## config.mk

```make
export PLATFORM = sky130hd
export DESIGN_NAME = oneshot_compare_timer_with_handles_top
export DESIGN_NICKNAME = d
export VERILOG_FILES = /design/src/hdl/oct_pkg.sv /design/src/hdl/oct_tdiv.sv /design/src/hdl/oct_core.sv /design/src/hdl/oneshot_compare_timer_with_handles_top.sv
export SDC_FILE = /design/constraint.sdc
export NUM_CORES = 2
export LEC_CHECK = 0
export BUFFER_PORTS_ARGS = -buffer_cell sky130_fd_sc_hd__buf_4
export CORE_UTILIZATION = 26
export DETAILED_ROUTE_END_ITERATION = 8
export SLEW_MARGIN = 0
export SYNTH_ARGS = -nofsm -noshare
export SYNTH_HDL_FRONTEND = slang
export SYNTH_SLANG_ARGS = --single-unit
```

## constraint.sdc

```tcl
create_clock -name clk -period 19.6 [get_ports clk]
set_clock_uncertainty 0.05 [all_clocks]
set_input_delay 1.96 -clock clk [delete_from_list [all_inputs] [get_ports clk]]
set_output_delay 1.96 -clock clk [all_outputs]
set_load 0.02 [all_outputs]
```

## src/hdl/oct_pkg.sv

```systemverilog
// Shared types and constants for the one-shot compare timer.
package oct_pkg;

	localparam logic [1:0] CMD_TICK   = 2'd0;
	localparam logic [1:0] CMD_START  = 2'd1;
	localparam logic [1:0] CMD_DELETE = 2'd2;

	localparam logic [1:0] ST_OK         = 2'd0;
	localparam logic [1:0] ST_BAD_HANDLE = 2'd1;
	localparam logic [1:0] ST_NO_TIMER   = 2'd2;

	localparam logic [31:0] MIN_TIMEOUT_NS = 32'd10000;
	localparam logic [31:0] MAX_TIMEOUT_NS = 32'hFFFF_FFFF;

	typedef struct packed {
		logic [1:0]  command;
		logic [31:0] handle;
		logic [63:0] timeout_ns;
		logic [31:0] user_argument;
		logic        callback_given;
		logic        continuous;
	} cmd_t;

	typedef struct packed {
		logic [1:0]  status;
		logic [31:0] new_handle;
		logic        expired;
		logic [31:0] expired_handle;
		logic [31:0] expired_argument;
	} res_t;

	// request to the state stage; ticks carries the clamped ns until the quotient is known
	typedef struct packed {
		logic [1:0]  command;
		logic [31:0] handle;
		logic [31:0] user_argument;
		logic        callback_given;
		logic        continuous;
		logic [31:0] ticks;
	} req_t;

endpackage

```

## src/hdl/oct_tdiv.sv

```systemverilog
// Timeout clamp and ns-to-tick conversion pipeline (reciprocal multiply with correction).
module oct_tdiv
	import oct_pkg::*;
#(
	parameter int TICK_NS = 20
) (
	input  logic clk,
	input  logic arst_n,
	input  logic cmd_valid,
	output logic cmd_stall,
	input  cmd_t cmd,
	output logic req_valid,
	input  logic req_stall,
	output req_t req
);

	localparam logic [63:0] RECIP_W = 64'hFFFF_FFFF / 64'(TICK_NS);
	localparam logic [31:0] RECIP   = RECIP_W[31:0];
	localparam logic [31:0] DIV     = 32'(TICK_NS);
	localparam logic [31:0] DIV2    = 32'(2 * TICK_NS);
	localparam logic [31:0] DIV3    = 32'(3 * TICK_NS);
	localparam logic [31:0] MIN_TICKS = MIN_TIMEOUT_NS / 32'(TICK_NS);

	logic        v_s1, v_s2, v_s3, v_s4, v_s5;
	logic        en_s1, en_s2, en_s3, en_s4, en_s5;
	cmd_t        cmd_s1;
	req_t        req_s2, req_s3, req_s4, req_s5;
	logic [63:0] prod_s3;
	logic [31:0] q_s4, qd_s4;
	logic [31:0] ns_c, rem_c, q_fix_c;
	logic [63:0] prod_c;

	assign en_s5 = !v_s5 || !req_stall;
	assign en_s4 = !v_s4 || en_s5;
	assign en_s3 = !v_s3 || en_s4;
	assign en_s2 = !v_s2 || en_s3;
	assign en_s1 = !v_s1 || en_s2;
	assign cmd_stall = !en_s1;

	always_comb begin
		ns_c = (cmd_s1.timeout_ns[63:32] != 32'd0) ? MAX_TIMEOUT_NS : cmd_s1.timeout_ns[31:0];
		if (ns_c < MIN_TIMEOUT_NS) begin
			ns_c = MIN_TIMEOUT_NS;
		end
	end

	assign prod_c = 64'(req_s2.ticks) * 64'(RECIP);

	always_comb begin
		rem_c = req_s4.ticks - qd_s4;
		if (rem_c >= DIV2) begin
			q_fix_c = q_s4 + 32'd2;
		end else if (rem_c >= DIV) begin
			q_fix_c = q_s4 + 32'd1;
		end else begin
			q_fix_c = q_s4;
		end
	end

	always_ff @(posedge clk or negedge arst_n) begin
		if (!arst_n) begin
			v_s1 <= 1'b0;
			v_s2 <= 1'b0;
			v_s3 <= 1'b0;
			v_s4 <= 1'b0;
			v_s5 <= 1'b0;
		end else begin
			if (en_s1) v_s1 <= cmd_valid;
			if (en_s2) v_s2 <= v_s1;
			if (en_s3) v_s3 <= v_s2;
			if (en_s4) v_s4 <= v_s3;
			if (en_s5) v_s5 <= v_s4;
		end
	end

	always_ff @(posedge clk) begin
		if (en_s1) begin
			cmd_s1 <= cmd;
		end
		if (en_s2) begin
			req_s2 <= {cmd_s1.command, cmd_s1.handle, cmd_s1.user_argument,
				cmd_s1.callback_given, cmd_s1.continuous, ns_c};
		end
		if (en_s3) begin
			req_s3  <= req_s2;
			prod_s3 <= prod_c;
		end
		if (en_s4) begin
			req_s4 <= req_s3;
			q_s4   <= prod_s3[63:32];
			qd_s4  <= prod_s3[63:32] * DIV;
		end
		if (en_s5) begin
			req_s5 <= {req_s4.command, req_s4.handle, req_s4.user_argument,
				req_s4.callback_given, req_s4.continuous, q_fix_c};
		end
	end

	assign req_valid = v_s5;
	assign req       = req_s5;

	// estimate is never above the true quotient and at most two below
	a_est_range: assert property (@(posedge clk) disable iff (!arst_n)
		v_s4 |-> (qd_s4 <= req_s4.ticks) && (req_s4.ticks - qd_s4 < DIV3))
		else $error("tick quotient estimate out of range");

	a_min_ticks: assert property (@(posedge clk) disable iff (!arst_n)
		v_s5 && req_s5.command == CMD_START |-> req_s5.ticks >= MIN_TICKS)
		else $error("converted timeout below clamp");

endmodule

```

## src/hdl/oct_core.sv

```systemverilog
// Timer state, command execution and result register.
module oct_core
	import oct_pkg::*;
#(
	parameter int SEQ_BITS = 28
) (
	input  logic clk,
	input  logic arst_n,
	input  logic req_valid,
	output logic req_stall,
	input  req_t req,
	output logic res_valid,
	input  logic res_stall,
	output res_t res
);

	localparam int HI_W = 32 - SEQ_BITS;
	localparam logic [HI_W-1:0] HI_ONE = HI_W'(1);

	logic        en;
	logic        res_valid_q;
	res_t        res_q;
	logic [31:0] time_q, cmp_q, cur_q, arg_q;
	logic        armed_q, slot_q;

	logic [31:0] time_n, cmp_n, cur_n, arg_n, tick_c, issued_c;
	logic        armed_n, slot_n, h_ok_c;
	res_t        res_c;

	assign en        = !res_valid_q || !res_stall;
	assign req_stall = !en;

	assign tick_c   = time_q + 32'd1;
	assign h_ok_c   = req.handle[31:SEQ_BITS] == HI_ONE;
	assign issued_c = {HI_ONE, cur_q[SEQ_BITS-1:0] + SEQ_BITS'(1)};

	always_comb begin
		time_n  = time_q;
		cmp_n   = cmp_q;
		armed_n = armed_q;
		cur_n   = cur_q;
		arg_n   = arg_q;
		slot_n  = slot_q;
		res_c   = '0;
		case (req.command)
			CMD_TICK: begin
				time_n = tick_c;
				if (armed_q && tick_c == cmp_q) begin
					armed_n = 1'b0;
					cmp_n   = 32'd0;
					if (slot_q) begin
						res_c.expired          = 1'b1;
						res_c.expired_handle   = cur_q;
						res_c.expired_argument = arg_q;
					end
				end
			end
			CMD_START: begin
				res_c.new_handle = req.handle;
				if (req.continuous) begin
					res_c.status = ST_NO_TIMER;
				end else if (req.handle == 32'd0 && slot_q) begin
					res_c.status = ST_NO_TIMER;
				end else if (req.handle != 32'd0 && !h_ok_c) begin
					res_c.status = ST_BAD_HANDLE;
				end else begin
					cur_n            = issued_c;
					res_c.new_handle = issued_c;
					arg_n            = req.user_argument;
					slot_n           = req.callback_given;
					cmp_n            = time_q + req.ticks;
					armed_n          = 1'b1;
				end
			end
			CMD_DELETE: begin
				res_c.new_handle = req.handle;
				if (req.handle != 32'd0) begin
					if (!h_ok_c) begin
						res_c.status = ST_BAD_HANDLE;
					end else if (cur_q == req.handle) begin
						slot_n           = 1'b0;
						res_c.new_handle = 32'd0;
						armed_n          = 1'b0;
						cmp_n            = 32'd0;
					end
				end
			end
			default: ;
		endcase
	end

	always_ff @(posedge clk or negedge arst_n) begin
		if (!arst_n) begin
			res_valid_q <= 1'b0;
			time_q      <= 32'd0;
			cmp_q       <= 32'd0;
			armed_q     <= 1'b0;
			cur_q       <= 32'd0;
			arg_q       <= 32'd0;
			slot_q      <= 1'b0;
		end else if (en) begin
			res_valid_q <= req_valid;
			if (req_valid) begin
				time_q  <= time_n;
				cmp_q   <= cmp_n;
				armed_q <= armed_n;
				cur_q   <= cur_n;
				arg_q   <= arg_n;
				slot_q  <= slot_n;
			end
		end
	end

	always_ff @(posedge clk) begin
		if (en && req_valid) begin
			res_q <= res_c;
		end
	end

	assign res_valid = res_valid_q;
	assign res       = res_q;

	a_disarm_clears: assert property (@(posedge clk) disable iff (!arst_n)
		!armed_q |-> cmp_q == 32'd0)
		else $error("compare value left set while disarmed");

	a_fire_state: assert property (@(posedge clk) disable iff (!arst_n)
		res_valid_q && res_q.expired |-> slot_q && !armed_q)
		else $error("expiry reported with inconsistent slot state");

	a_count_on_tick: assert property (@(posedge clk) disable iff (!arst_n)
		time_q != $past(time_q) |-> $past(en && req_valid && req.command == CMD_TICK))
		else $error("tick counter moved without a tick transfer");

	a_handle_form: assert property (@(posedge clk) disable iff (!arst_n)
		cur_q == 32'd0 || cur_q[31:SEQ_BITS] == HI_ONE)
		else $error("issued handle lacks slot tag");

endmodule

```

## src/hdl/oneshot_compare_timer_with_handles_top.sv

```systemverilog
// Top level of the single-slot one-shot compare timer.
//
//  channel  signals                          direction  transfer when
//  cmd      cmd_valid, cmd_stall, cmd        in         cmd_valid && !cmd_stall
//  res      res_valid, res_stall, res        out        res_valid && !res_stall
//
// One item per cycle is taken while cmd_stall is low; each result is offered once its item has
// passed the conversion stages and the result register, and transfers when res_stall is low.
// The input register and the ns-to-tick conversion (one 32x32 reciprocal multiply, one
// narrow multiply, correction) span five stages; timer state and the result register form a sixth.
// arst_n clears counter, compare, handle, argument, mark and all stage valids.
// A stall on res holds the result register and backs up only the stages that are full.
module oneshot_compare_timer_with_handles_top
	import oct_pkg::*;
#(
	parameter int TICK_NS  = 20,
	parameter int SEQ_BITS = 28
) (
	input  logic clk,
	input  logic arst_n,
	input  logic cmd_valid,
	output logic cmd_stall,
	input  cmd_t cmd,
	output logic res_valid,
	input  logic res_stall,
	output res_t res
);

	logic req_valid;
	logic req_stall;
	req_t req;

	oct_tdiv #(
		.TICK_NS(TICK_NS)
	) u_tdiv (
		.clk      (clk),
		.arst_n   (arst_n),
		.cmd_valid(cmd_valid),
		.cmd_stall(cmd_stall),
		.cmd      (cmd),
		.req_valid(req_valid),
		.req_stall(req_stall),
		.req      (req)
	);

	oct_core #(
		.SEQ_BITS(SEQ_BITS)
	) u_core (
		.clk      (clk),
		.arst_n   (arst_n),
		.req_valid(req_valid),
		.req_stall(req_stall),
		.req      (req),
		.res_valid(res_valid),
		.res_stall(res_stall),
		.res      (res)
	);

endmodule

```

==> flow_summary.yaml <==
timing:
  clock.fmax_ghz: 0.124
  timing.final.ws_setup_ns: 11.54
  rsz0062_at_grt: "false"
  fin_setup_tns_ns: 0
  timing.final.crit_share_pct: 41.1
  slew_headroom_pct: 22.8
  period_needed_ns: 8.06
  worstMarginPinSlew_ns: 1.16
  hold_viol: 0
  drv_slew: 0
  setup_violations: 0
drt:
  viasPerCell: 4.34
  dr.pass1.iters: 5
  first_iter_violations: 1776
  ant_nets: 0
  routed_wl_um: 123000
  wl_per_cell_um: 18.6
  drc_errors: 0
  vias: 28700
floorplan:
  row_count: 157
  ioPinCount: 237
  start_util_pct: 26.2
  die_y_um: 432
  core-area_um2: 183000
  die_area_um2: 186000
  die_x_um: 432
cts:
  clock_latency_ns: 0.72
  ctsResizeCount: 0
  clk_pin_slew_ns: 0.07
  cts_tree: "built"
  cts_hold_buf: 0
  numCtsBuffers: 85
  cts.sinks: 838
  cts_buffer_depth: 3
  htreeDepth: 3
  post_cts_buffers: 0
  cts.root.buffer_cell: "clkbuf_16"
setup_path:
  cp_max_fo: 8
  worst_ep_arrival_time_ns: 8.41
  crit_type: "flop to flop"
  cp-end-kind: "flop"
  cp-start-kind: "flop"
  cp.required_ns: 19.96
logic_synthesis:
  synth_xor_xnor_area_share_pct: 5.42
  synth_cells: 3836
  yosys.area_share.simple_pct: 9.09
  synth_most_common_cell: "edfxtp_1"
  synth.avg_cell_area_um2: 12.5
  synth_fa_ha_area_share_pct: 22.2
  synth_compound_area_share_pct: 6.31
  synth_async_sr_flop_share_pct: 15.9
  synth_top_area_share_pct: 44.1
  synth_top_area_cell: "edfxtp_1"
  synth_mux_area_share_pct: 0.399
  yosys_most_used_dff: "edfxtp_1"
  synth.cell_area_um2: 48000
  yosysUniqueCellTypes: 78
  synth_edf_count: 705
  ys_seq_elements: 838
  synthTopCellsByArea: "edfxtp_1 44%, fa_1 12%, ha_1 10%, dfrtp_1 6.9%, inv_1 4.6%"
  synth_top_family_by_area: "adder cells"
  seq_area_frac_synth_pct: 51.0
  yosys_warnings: 0
  synthTopCellsByCount: "705 x edfxtp_1, 583 x inv_1, 385 x ha_1"
global_route:
  grt_pass1_vias: 29500
  grt_pass1_wl_um: 186000
  antenna_found_initial: 1
  grt_max_degree: 86
  grt.overflow.total: 0
  track_usage_pct: 13.2
finish:
  fin_nets: 4889
  area_growth_pct: 15.5
  layout-drive-gt1-share_pct: 10.1
  nFillCells: 18500
flow_run:
  max_cap_violations: 0
outcome:
  outcome: "completed"
place:
  dp_hpwl_um: 97200
  portBuffers: 233
  pre_cts_slack_ns: 11.67
  routabilityCongestion: 0.914
power:
  vdd_drop_max_mv: 0.0669
  p_per_area_nw_per_um2: 91.7
  total_leakage_power_uw: 0.0234
worst_hold_path:
  min_path_type: "flop to flop"
-- cell type report --
cell class              count  area (um2)  area share, %
multi-input cells        2317       20900           37.7
clock buffers             108        2270           4.10
flip-flops and latches    838       24500           44.2
well taps                2464        3080           5.56
diodes                      1        2.50        0.00452
repair buffers            251        1890           3.41
inverters                 583        2200           3.97
clock inverters            51         572           1.03
-- worst max-delay path, stage by stage, from the launching register on --
cell      delay (ns)
edfxtp_1        0.56
ha_1            0.49
xor2_1          0.19
ha_1            0.32
fa_1            0.53
fa_1            0.55
fa_1            0.54
fa_1            0.57
inv_1           0.06
fa_1            0.54
inv_1           0.04
ha_1            0.36
a21oi_1         0.16
o21ai_0         0.13
o211ai_1        0.19
nand2_1         0.12
a221oi_1        0.87
a211oi_1        0.22
or3_1           0.49
a32o_1          0.29
a211o_1         0.33
nand3b_1        0.11
xor2_1          0.07
-- cells in the final DEF (no fill, tap or decap), drive strengths merged, types with 12 or more instances in the layout --
cell type,count
a211oi,14
a21o,71
a21oi,112
a22oi,28
a31oi,19
and2,83
and3,37
buf,251
clkbuf,108
clkinv,34
dfrtp,133
edfxtp,705
fa,292
ha,385
inv,589
mux2i,18
nand2,241
nand2b,32
nand3,109
nand4,38
nor2,111
nor2b,41
nor3,59
nor4,34
o211ai,15
o21a,15
o21ai,95
o21bai,12
o31ai,12
or3,40
xnor2,160
xor2,137
-- sequential cells by signal, summed over array words and instances (netlist names), 26 cells and up --
register        count
u_tdiv.req         97
u_core.res         96
u_tdiv.prod_s3     28
u_tdiv.req_s3      98
u_core.cmp_q       32
u_tdiv.req_s4      98
u_core.time_q      32
u_tdiv.qd_s4       30
u_tdiv.q_s4        26
u_tdiv.cmd_s1     132
u_core.arg_q       32
u_tdiv.req_s2     100
u_core.cur_q       29
-- power by group --
group	switching (uW)	internal [uW]
clock	743	907
combinational	636	392
sequential	137	2270
-- metrics by stage --
step	hold WS (ns)	power, uW	util (%)	instances	instance area [um2]
after CTS	0.326	5140	30.2	6612	55400
after detailed placement	0.355	3480	28.7	6453	52600
after global placement	0.351	3460	28.7	6453	52600
final	0.336	5080	30.2	6613	55400
after floorplan	0.350	3130	-	3838	48000
after global routing	0.336	5330	30.2	6612	55400
-- layer usage --
layer	up-vias	global-route usage, %	share of wire [%]
met5	-	0	0
met4	0	2.77	1.8
met3	123	1.89	3.2
met2	464	23.1	51
met1	14500	17.1	44
li1	13700	-	-
-- logic make-up (layout without fill, tap and decap cells) --
| logic type | after synthesis | count (layout) |
|---|---|---|
| buffers and inverters | 683 | 993 |
| AO/OA/AOI/OAI | 463 | 463 |
| AND/OR/NAND/NOR | 858 | 858 |
| flip-flops | 838 | 838 |
| XOR/XNOR | 297 | 297 |
| other | 1 | 4 |
| adder cells (fa/ha/maj) | 677 | 677 |
| multiplexers | 19 | 19 |
-- path summary, 6_finish.rpt --
kind / start / endpoint / cells after the start / slack (ns)
max reg2reg: u_tdiv.req_s2[5] / u_tdiv.prod_s3[56] / 22 / 11.54
min in group asynchronous: arst_n / u_core.arg_q[22] / 1 / 1.27
min: u_tdiv.req_s2[75] / u_tdiv.req_s3[75] / 0 / 0.34
max in group asynchronous: arst_n / u_tdiv.v_s4 / 2 / 16.91
min reg2reg: u_tdiv.req_s2[75] / u_tdiv.req_s3[75] / 0 / 0.34
max: u_tdiv.req_s2[5] / u_tdiv.prod_s3[56] / 22 / 11.54
No activity file was read; power rests on OpenSTA's default activity.
